===== config.mk =====
export PLATFORM = sky130hd
export DESIGN_NAME = hbd_ctrl
export DESIGN_NICKNAME = d
export VERILOG_FILES = /design/src/design/huffman_bitstream_decoder_defines.svh /design/src/design/hbd_pkg.sv /design/src/design/hbd_ctrl.sv
export SDC_FILE = /design/constraint.sdc
export NUM_CORES = 1
export LEC_CHECK = 0
export CORE_AREA = 2 2 39 41
export DETAILED_ROUTE_END_ITERATION = 16
export DIE_AREA = 0 0 41 43
export DONT_BUFFER_PORTS = 1
export PLACE_DENSITY = 0.44
export SLEW_MARGIN = 10
export SYNTH_ARGS = -nofsm -noshare
export SYNTH_HDL_FRONTEND = slang
export SYNTH_SLANG_ARGS = --single-unit

===== constraint.sdc =====
create_clock -name clk_i -period 1.4 [get_ports clk_i]
set_clock_uncertainty 0.05 [all_clocks]
set_input_delay 0.14 -clock clk_i [delete_from_list [all_inputs] [get_ports clk_i]]
set_output_delay 0.14 -clock clk_i [all_outputs]
set_load 0.05 [all_outputs]

===== src/design/huffman_bitstream_decoder_defines.svh =====
// Assertion macros shared by the decoder top level.
`ifndef HUFFMAN_BITSTREAM_DECODER_DEFINES_SVH
`define HUFFMAN_BITSTREAM_DECODER_DEFINES_SVH

// Same-cycle implication, sampled on clk_i, off while rst_ni is low.
`define HBD_ASSERT_IMPL(name, ante, cons, msg) \
  name: assert property (@(posedge clk_i) disable iff (!rst_ni) (ante) |-> (cons)) \
    else $error(msg);

// Next-cycle implication, sampled on clk_i, off while rst_ni is low.
`define HBD_ASSERT_NEXT(name, ante, cons, msg) \
  name: assert property (@(posedge clk_i) disable iff (!rst_ni) (ante) |=> (cons)) \
    else $error(msg);

`endif


===== src/design/hbd_pkg.sv =====
`default_nettype none

package hbd_pkg;

  localparam int BYTE_BITS = 8;
  localparam int NBIT_W    = 4;
  localparam int CODE_W    = 16;
  localparam int CLEN_W    = 5;
  localparam int SYMV_W    = 8;

  typedef enum logic [1:0] {
    CMD_LOAD  = 2'd0,
    CMD_BYTE  = 2'd1,
    CMD_CLEAR = 2'd2
  } cmd_e;

  typedef enum logic [1:0] {
    KIND_SYMBOL = 2'd0,
    KIND_END    = 2'd1,
    KIND_ERROR  = 2'd2
  } kind_e;

  typedef struct packed {
    logic [1:0]           command;
    logic [SYMV_W-1:0]    symbol_value;
    logic [CODE_W-1:0]    code_bits;
    logic [CLEN_W-1:0]    code_length;
    logic [BYTE_BITS-1:0] data_byte;
    logic                 last_byte;
    logic [2:0]           padding_bits;
  } in_item_t;

  typedef struct packed {
    logic [1:0]        result_kind;
    logic [SYMV_W-1:0] symbol;
    logic              last_result;
  } out_item_t;

  typedef struct packed {
    logic [1:0]        kind;
    logic [SYMV_W-1:0] sym;
  } res_t;

  typedef struct packed {
    logic [CODE_W-1:0] code;
    logic [CLEN_W-1:0] len;
  } entry_t;

  typedef struct packed {
    logic load_entry;
    logic clear_table;
    logic take_byte;
    logic shift_bit;
    logic scan_issue;
    logic res_capture;
    logic res_end;
    logic merge;
    logic push_last;
  } dp_cmd_t;

  typedef struct packed {
    logic hit;
    logic cmp_done;
    logic issue_more;
    logic bits_left;
    logic last_byte;
    logic res_vld;
    logic pend_vld;
    logic out_free;
  } dp_status_t;

endpackage

`default_nettype wire


===== src/design/hbd_ctrl.sv =====
`default_nettype none

module hbd_ctrl import hbd_pkg::*; (
  input  wire logic       clk_i,
  input  wire logic       rst_ni,
  input  wire logic       in_valid_i,
  input  wire logic [1:0] in_command_i,
  input  wire dp_status_t status_i,
  output logic            in_ready_o,
  output dp_cmd_t         cmd_o
);

  localparam logic [2:0] ST_IDLE  = 3'd0;
  localparam logic [2:0] ST_SHIFT = 3'd1;
  localparam logic [2:0] ST_SCAN  = 3'd2;
  localparam logic [2:0] ST_MERGE = 3'd3;
  localparam logic [2:0] ST_ENDR  = 3'd4;
  localparam logic [2:0] ST_FLUSH = 3'd5;

  logic [2:0] state_q, state_d;
  logic       ended_q, ended_d;

  assign in_ready_o = (state_q == ST_IDLE);

  always_comb begin
    state_d = state_q;
    ended_d = ended_q;
    cmd_o   = '0;
    unique case (state_q)
      ST_IDLE: begin
        if (in_valid_i) begin
          unique case (in_command_i)
            CMD_LOAD:  cmd_o.load_entry  = 1'b1;
            CMD_CLEAR: cmd_o.clear_table = 1'b1;
            CMD_BYTE: begin
              cmd_o.take_byte = 1'b1;
              ended_d         = 1'b0;
              state_d         = ST_SHIFT;
            end
            default: ;
          endcase
        end
      end
      ST_SHIFT: begin
        cmd_o.shift_bit = 1'b1;
        state_d         = ST_SCAN;
      end
      ST_SCAN: begin
        // stop issuing reads once the lowest matching entry is seen
        cmd_o.scan_issue = !status_i.hit && status_i.issue_more;
        if (status_i.hit || status_i.cmp_done) begin
          cmd_o.res_capture = 1'b1;
          state_d           = ST_MERGE;
        end
      end
      ST_MERGE: begin
        if (!(status_i.res_vld && status_i.pend_vld && !status_i.out_free)) begin
          cmd_o.merge = 1'b1;
          priority if (status_i.bits_left) begin
            state_d = ST_SHIFT;
          end else if (status_i.last_byte && !ended_q) begin
            state_d = ST_ENDR;
          end else begin
            state_d = ST_FLUSH;
          end
        end
      end
      ST_ENDR: begin
        cmd_o.res_end = 1'b1;
        ended_d       = 1'b1;
        state_d       = ST_MERGE;
      end
      ST_FLUSH: begin
        priority if (!status_i.pend_vld) begin
          state_d = ST_IDLE;
        end else if (status_i.out_free) begin
          cmd_o.push_last = 1'b1;
          state_d         = ST_IDLE;
        end
      end
      default: state_d = ST_IDLE;
    endcase
  end

  always_ff @(posedge clk_i or negedge rst_ni) begin
    if (!rst_ni) begin
      state_q <= ST_IDLE;
      ended_q <= 1'b0;
    end else begin
      state_q <= state_d;
      ended_q <= ended_d;
    end
  end

endmodule

`default_nettype wire


==> results of run 1 <==
==> worst register-to-register path, delay by kind of cell, from the launching register on <==
| kind | cells | cell delay, ps |
|---|---|---|
| buf+inv | 4 | 490 |
| compound gates | 2 | 260 |
| flops | 1 | 370 |
| simple gates | 1 | 240 |
==> final cells by class <==
class,instances,area (µm²),area share [%]
Multi-Input combinational cell,31,310,42.5
Timing Repair Buffer,22,254,34.8
Sequential cell,4,100,13.7
Inverter,3,23.8,3.25
Clock buffer,3,22.5,3.08
Tap cell,16,20.0,2.74
==> routing by layer <==
| layer | GRT usage (%) | part of all wire (%) | vias to the layer above |
|---|---|---|---|
| met3 | 3.66 | 4.1 | 0 |
| met2 | 25.0 | 62 | 10 |
| met5 | 0 | 0 | - |
| li1 | - | - | 197 |
| met1 | 13.8 | 34 | 198 |
| met4 | 8.00 | 0 | 0 |
==> cells by family after synthesis <==
kind of cell | synth area share, %
and+or+nand+nor | 46.3
AOI/OAI and AO/OA | 15.8
buffers and inverters | 8.46
DFF | 29.4
==> Yosys cell counts (all sizes together) <==
cell    instances  area (µm²)
clkinv          1        8.76
and3            1        6.26
inv             2        7.51
or2             2        12.5
a21oi           1        5.00
o32ai           1        8.76
nor3            1        5.00
a21o            1        7.51
dfrtp           4         100
nor2            4        15.0
buf             2        12.5
o211ai          1        7.51
nor4b           2        23.8
nand3           1        5.00
a31oi           1        6.26
or2b            1        7.51
o221ai          1        8.76
nand2           2        10.0
and4b           1        10.0
nor3b           2        15.0
nand3b          4        30.0
or3             1        11.3
o21ai           2        10.0
nand2b          1        6.26
==> state kept, by name (all words and copies together) (netlist names) <==
signal,cells
state_q,3
ended_q,1
==> worst paths after layout <==
check                      cells after the start                      to
max                                            3                cmd_o[8]
min                                            2  state_q[2]$_DFFE_PN0P_
max reg2reg                                    7  state_q[0]$_DFFE_PN0P_
min reg2reg                                    2     ended_q$_DFFE_PN0P_
max in group asynchronous                      1     ended_q$_DFFE_PN0P_
min in group asynchronous                      1  state_q[0]$_DFFE_PN0P_
==> power groups by stage <==
stage               sequential, W  combinational [W]  clock (W)
floorplan                0.000222           0.000647          0
global placement         0.000197           0.000961          0
CTS                      0.000198            0.00120   0.000145
detailed placement       0.000200           0.000968          0
finish                   0.000199            0.00132   0.000139
global route             0.000202            0.00139   0.000155
==> through the flow <==
stage	hold slack [ps]	instance area [µm²]
after floorplan	-206	393
after global placement	-205	548
after detailed placement	-205	548
after CTS	112	693
after global routing	125	731
final	110	731
==> what timing repair did <==
item                                    4_1_cts  5_1_grt
resized for setup                            12        8
hold buffers                                  2        0
pin swaps                                     5        3
cloned                                        0        0
endpoints found under the hold margin         5        0
setup buffers                                 7        0
endpoints found under the setup margin        9       11
==> results.sh, run 1 <==
export IMPL_final_util_pct=52.8
export IMPL_post_route_drc_count=0
export IMPL_final_cell_count_no_fill=79
export IMPL_finalMaxSlewViolations=0
export IMPL_fmax_mhz=592
export IMPL_grt_pass1_vias=406
export IMPL_drtAntennaViolNets=0
export IMPL_setup_viol=11
export IMPL_cts_tree="done"
export IMPL_syn_inst=40
export IMPL_power_leakage_nw=0.296
export IMPL_r2r_start="state_q[2]$_DFFE_PN0P_"
export IMPL_wire_per_inst_um=13.8
export IMPL_cp_max_fo=4
export IMPL_initial_core_util_pct=24.6
export IMPL_antenna_found_initial=0
export IMPL_slew_headroom_pct=79.3
export IMPL_crit_chain="or3_4 > nor4b_4 > buf_12"
export IMPL_critical_path_slowest_cell="or3_4"
export IMPL_ios=23
export IMPL_area_growth_pct=115
export IMPL_syn_num_nets=53
export IMPL_p_per_area_nw_per_um2=2260
export IMPL_ys_ff_latch=4
export IMPL_final_common_cell="buf_4"
export IMPL_status="complete, but fails checks"
export IMPL_synth_seq_area_share_pct=29.4
export IMPL_drive_above_1_share_pct=63.5
export IMPL_track_usage_pct=14.2
export IMPL_post_route_min_period_ps=1690
export IMPL_worst_slack_ps=-290
export IMPL_p_total_w=0.00165
export IMPL_ys_warn_count=0
export IMPL_cp_start_kind="register"
export IMPL_violations="setup timing"
export IMPL_tightest_slew_ps=310
export IMPL_gp_congestion=0.824
export IMPL_hp_class="input pin to register"
export IMPL_drt_iter0_markers=1
export IMPL_crit_required_ps=1210
export IMPL_seqPwrFrac_pct=12.0
export IMPL_final_hold_viol_count=0
export IMPL_crit_start="state_q[2]$_DFFE_PN0P_"
export IMPL_clock_sinks=4
export IMPL_critPathCaptureType="primary output"
export IMPL_ys_types=27
export IMPL_die_w_um=41
export IMPL_placementRows=14
export IMPL_drv_cap=0
export IMPL_syn_avg_cell_area_um2=8.51
export IMPL_clockBufferDepth=2
export IMPL_cp_data_arrival_time_ps=1500
export IMPL_cp_slowest_stage_delay_ps=450
export IMPL_switchingPower_w=0.000770
export IMPL_p_int_w=0.000885
export IMPL_clk_latency_ps=230
export IMPL_hp_start="status_i[1]"
export IMPL_finalSetupTns_ps=-1780
export IMPL_drt_pass1_iterations=5
export IMPL_grt_max_degree=12
export IMPL_grt_ovfl_total=0
export IMPL_numPortBuffers=0
export IMPL_vdd_drop_max_mv=0.916
export IMPL_crit_type="register to primary output"
export IMPL_final_cell_mix="buf_4, buf_6, nand3b_1, dfrtp_1, buf_12"
export IMPL_p_comb_share_pct=79.6
export IMPL_diodes=0
export IMPL_core_area_um2=1380
export IMPL_post_place_ws_ps=-126
export IMPL_via_per_inst=5.13
export IMPL_die_h_um=43
export IMPL_cts_root_buf="clkbuf_4"
export IMPL_grt_pass1_wl_mm=1.68
export IMPL_path_buf_inv=1
export IMPL_dpl_hpwl_um=727
export IMPL_rrSetupSlack_ps=-70
export IMPL_rsz0062_at_grt="yes"
export IMPL_syn_area_um2=340
export IMPL_cts_max_level=1
export IMPL_swShare_pct=46.5
export IMPL_layout_worst_path_cycle_share_pct=121
export IMPL_clk_pin_slew_ps=40
export IMPL_fp_dieArea_um2=1760
export IMPL_clkPwrFrac_pct=8.4
export IMPL_cts_buffers=3
export IMPL_cp_top_family="simple AND/OR/NAND/NOR gates"
export IMPL_num_vias=405
export IMPL_nets=78
export IMPL_nFillCells=129
export IMPL_wl_mm=1.09
export IMPL_dp_cells=67
Note: power is estimated with default switching activity, not from simulation.
==> run 2, diff against run 1 <==
==> constraint.sdc (replaced) <==
create_clock -name clk_i -period 1.9 [get_ports clk_i]
set_clock_uncertainty 0.05 [all_clocks]
set_input_delay 0.19 -clock clk_i [delete_from_list [all_inputs] [get_ports clk_i]]
set_output_delay 0.19 -clock clk_i [all_outputs]
set_load 0.05 [all_outputs]
==> results.sh, run 2 (synthesis gave the netlist of run 1 again) <==
export IMPL_drt_pass1_iterations=3
export IMPL_cp_max_fo=9
export IMPL_crit_type="register to primary output"
export IMPL_grt_pass1_vias=336
export IMPL_worst_hold_slack_ps=27.7
export IMPL_die_h_um=43
export IMPL_tightest_slew_ps=244
export IMPL_final_common_cell="buf_4"
export IMPL_clk_latency_ps=230
export IMPL_numPortBuffers=0
export IMPL_post_route_drc_count=0
export IMPL_placementRows=14
export IMPL_cts_tree="done"
export IMPL_drtAntennaViolNets=0
export IMPL_num_vias=349
export IMPL_hp_start="status_i[4]"
export IMPL_cp_data_arrival_time_ps=1580
export IMPL_largestRegisters="state_q x3, ended_q x1"
export IMPL_wl_um=932
export IMPL_grt_max_degree=12
export IMPL_crit_required_ps=1660
export IMPL_initial_core_util_pct=24.6
export IMPL_clock_sinks=4
export IMPL_ios=23
export IMPL_final_hold_viol_count=0
export IMPL_critPathCaptureType="primary output"
export IMPL_cts_root_buf="clkbuf_4"
export IMPL_nets=68
export IMPL_vdd_drop_max_mv=0.693
export IMPL_clockBufferDepth=2
export IMPL_finalSetupTns_ps=0
export IMPL_clk_pin_slew_ps=40
export IMPL_r2r_start="state_q[2]$_DFFE_PN0P_"
export IMPL_wire_per_inst_um=13.5
export IMPL_area_growth_pct=48.5
export IMPL_layout_worst_path_cycle_share_pct=95.7
export IMPL_drv_cap=0
export IMPL_rsz0062_at_grt="no"
export IMPL_setup_viol=0
export IMPL_finalMaxSlewViolations=0
export IMPL_post_place_ws_ps=222
export IMPL_power_leakage_nw=0.215
export IMPL_largest_reg_flops=3
export IMPL_final_cell_mix="buf_4, nor2_1, nand3b_1, clkbuf_4"
export IMPL_diodes=0
export IMPL_status="finished, final reports clean"
export IMPL_die_w_um=41
export IMPL_slew_headroom_pct=83.7
export IMPL_design_area_um2=505
export IMPL_worst_slack_ps=82.2
export IMPL_ff2ff_path_depth=4
export IMPL_crit_start="state_q[2]$_DFFE_PN0P_"
export IMPL_hp_class="input pin to register"
export IMPL_cts_max_level=1
export IMPL_cp_start_kind="register"
export IMPL_core_area_um2=1380
export IMPL_nFillCells=149
export IMPL_antenna_found_initial=0
export IMPL_track_usage_pct=12.3
export IMPL_drt_iter0_markers=5
export IMPL_post_dp_cell_area_um2=455
export IMPL_via_per_inst=5.06
export IMPL_min_path_cells=1
export IMPL_cts_buffers=3
export IMPL_drive_above_1_share_pct=45.3
export IMPL_top_register="state_q"
export IMPL_gp_congestion=0.773
export IMPL_post_route_min_period_ps=1820
export IMPL_fp_dieArea_um2=1760
export IMPL_dpl_hpwl_um=733
export IMPL_grt_ovfl_total=0
export IMPL_grt_pass1_wl_mm=1.48
export IMPL_p_per_area_nw_per_um2=1720
export IMPL_fmax_mhz=550
==> run 2: per-layer routing <==
layer  part of all wire (%)  up-vias  routed length [µm]  global-route usage, %
met5                      0        -                   0                      0
met4                   0.64        0                   6                   6.67
met3                    5.5        2                  51                   4.19
met2                     56        8                 525                   18.4
met1                     37      168                 349                   14.7
li1                       -      171                   -                      -
==> run 2: repair_timing <==
action                                 in CTS  in global routing
gates resized for setup                     2                  1
endpoints found under the hold margin       4                  0
setup endpoints to repair                   1                  1
pin swaps                                   1                  2
setup buffers                               0                  1
hold buffers                                1                  0
==> run 2: power by group <==
group / internal, W / switching, W
sequential: 0.000130 / 0.0000304
clock: 0.0000704 / 0.0000310
combinational: 0.000219 / 0.000386
==> run 2: final timing paths <==
check / to / slack [ps]
worst max-delay path: cmd_o[7] / 80
worst min-delay path: state_q[2]$_DFFE_PN0P_ / 30
worst max register to register: state_q[0]$_DFFE_PN0P_ / 560
worst min register to register: ended_q$_DFFE_PN0P_ / 510
max in group asynchronous: state_q[1]$_DFFE_PN0P_ / 1450
min in group asynchronous: ended_q$_DFFE_PN0P_ / 180
==> run 2: layout make-up <==
type	instances	area [µm²]	area share, %
multi-input cells	31	231	45.8
repair buffers	12	105	20.8
flip-flops and latches	4	103	20.3
inverters	3	23.8	4.70
clock buffers	3	22.5	4.46
well taps	16	20.0	3.96
==> run 2: per-stage QoR <==
step	power, W	cells	util (%)
final	0.000867	69	36.5
after CTS	0.000856	68	35.9
after detailed placement	0.000729	64	32.9
after global routing	0.000933	69	36.5
after global placement	0.000726	64	32.9
after floorplan	0.000602	40	-
==> run 2: worst max-delay path: stages (launching register included) <==
cell and delay (ps):
dfrtp_2 440, or3_4 400, clkinv_8 110, and4b_1 250
buf_12 150
==> run 3, diff against run 2 <==
--- a/config.mk
+++ b/config.mk
@@ -9,7 +9,7 @@
 export DETAILED_ROUTE_END_ITERATION = 16
 export DIE_AREA = 0 0 41 43
 export DONT_BUFFER_PORTS = 1
-export PLACE_DENSITY = 0.44
+export PLACE_DENSITY = 0.5
 export SLEW_MARGIN = 10
 export SYNTH_ARGS = -nofsm -noshare
 export SYNTH_HDL_FRONTEND = slang
==> results.sh, run 3 (synthesis gave the netlist of run 1 again) <==
export IMPL_top_layer="met4"
export IMPL_core_area_um2=1380
export IMPL_nets=69
export IMPL_grt_max_degree=12
export IMPL_vdd_drop_max_mv=0.511
export IMPL_placementRows=14
export IMPL_rsz0062_at_grt="no"
export IMPL_clockBufferDepth=2
export IMPL_top_register="state_q"
export IMPL_clock_sinks=4
export IMPL_clk_latency_ps=240
export IMPL_cp_start_kind="register"
export IMPL_crit_chain="or3_4 > clkinv_8 > and4b_1 > buf_12"
export IMPL_post_place_ws_ps=232
export IMPL_critical_path_slowest_cell="dfrtp_2"
export IMPL_initial_core_util_pct=24.6
export IMPL_fmax_mhz=547
export IMPL_layout_worst_path_cycle_share_pct=96.3
export IMPL_path_buf_inv=2
export IMPL_grt_pass1_vias=330
export IMPL_drtAntennaViolNets=0
export IMPL_cts_root_buf="clkbuf_4"
export IMPL_largestRegisters="state_q x3, ended_q x1"
export IMPL_met1_length_um=324
export IMPL_fp_dieArea_um2=1760
export IMPL_wire_per_inst_um=11.6
export IMPL_die_h_um=43
export IMPL_hp_class="input pin to register"
export IMPL_grt_pass1_wl_mm=1.28
export IMPL_cp_data_arrival_time_ps=1590
export IMPL_cp_slowest_stage_delay_ps=440
export IMPL_routed_wl_met3_um=91
export IMPL_diodes=0
export IMPL_slew_headroom_pct=86.4
export IMPL_drt_iter0_markers=5
export IMPL_critPathCaptureType="primary output"
export IMPL_area_growth_pct=51.5
export IMPL_final_hold_viol_count=0
export IMPL_power_leakage_nw=0.219
export IMPL_largest_reg_flops=3
export IMPL_wl_um=813
export IMPL_drt_pass1_iterations=4
export IMPL_final_cell_mix="buf_4, nor2_1, nand3b_1, clkbuf_4"
export IMPL_dr_wl_met2_um=377
export IMPL_tightest_slew_ps=203
export IMPL_post_route_min_period_ps=1830
export IMPL_dpl_hpwl_um=665
export IMPL_post_route_drc_count=0
export IMPL_cp_top_family="simple AND/OR/NAND/NOR gates"
export IMPL_p_per_area_nw_per_um2=1680
export IMPL_cp_max_fo=9
export IMPL_finalMaxSlewViolations=0
export IMPL_numPortBuffers=0
export IMPL_final_common_cell="buf_4"
export IMPL_cts_buffers=3
export IMPL_drv_cap=0
export IMPL_via_per_inst=5.13
export IMPL_num_vias=359
export IMPL_cts_max_level=1
export IMPL_status="finished, final reports clean"
export IMPL_clk_pin_slew_ps=40
export IMPL_finalSetupTns_ps=0
export IMPL_drive_above_1_share_pct=44.4
export IMPL_crit_required_ps=1660
export IMPL_worst_slack_ps=70.4
export IMPL_cts_tree="done"
export IMPL_grt_ovfl_total=0
export IMPL_track_usage_pct=11.2
export IMPL_ios=23
export IMPL_crit_type="register to primary output"
export IMPL_antenna_found_initial=0
export IMPL_setup_viol=0
export IMPL_die_w_um=41
export IMPL_gp_congestion=0.726
-- run 3: cell types whose count changed in the layout (fill, tap and decap cells not counted) --
cell	before	now
dlygate4sd3_1	1	2
-- run 3: what timing repair did --
item                                    in CTS  in global routing
endpoints found under the hold margin        5                  0
pin swaps                                    1                  1
hold buffers                                 2                  0
resized for setup                            3                  0
endpoints found under the setup margin       1                  1
buffers inserted                             0                  1
-- run 3: worst paths after layout --
path,from,endpoint,slack [ps],depth (start not counted)
worst max register to register,state_q[2]$_DFFE_PN0P_,state_q[0]$_DFFE_PN0P_,560,4
worst min register to register,ended_q$_DFFE_PN0P_,ended_q$_DFFE_PN0P_,470,2
min in group asynchronous,rst_ni,state_q[1]$_DFFE_PN0P_,170,1
max in group asynchronous,rst_ni,state_q[2]$_DFFE_PN0P_,1440,1
worst min-delay path,status_i[1],state_q[2]$_DFFE_PN0P_,130,2
worst max-delay path,state_q[2]$_DFFE_PN0P_,cmd_o[7],70,4
-- run 3: cell type report --
cell class,instances,area [µm²]
timing repair buffer,13,115
inverter,3,23.8
clock buffer,3,22.5
sequential,4,103
tap,16,20.0
fill,134,868
multi-input combinational,31,231
-- run 3: metrics by stage --
stage,utilization (%),power (W),instance area (µm²),hold slack (ps),instances
floorplan,-,0.000602,360,-156,40
global placement,32.9,0.000727,455,-155,64
detailed placement,32.9,0.000723,455,-156,64
CTS,36.7,0.000861,508,136,69
global route,37.3,0.000926,515,139,70
finish,37.3,0.000867,515,134,70
-- run 3: metal layers --
layer  vias to the layer above  global-route usage (%)
met5                         -                       0
met4                         0                    10.0
met3                         2                    3.66
met2                        21                    15.0
met1                       162                    13.4
li1                        174                       -
-- run 3: report_power, final --
part	leakage, nW	switching (W)	internal, W
Sequential	0.0451	0.0000295	0.000130
Combinational	0.160	0.000374	0.000221
Clock	0.0138	0.0000423	0.0000712
Total	0.219	0.000446	0.000421
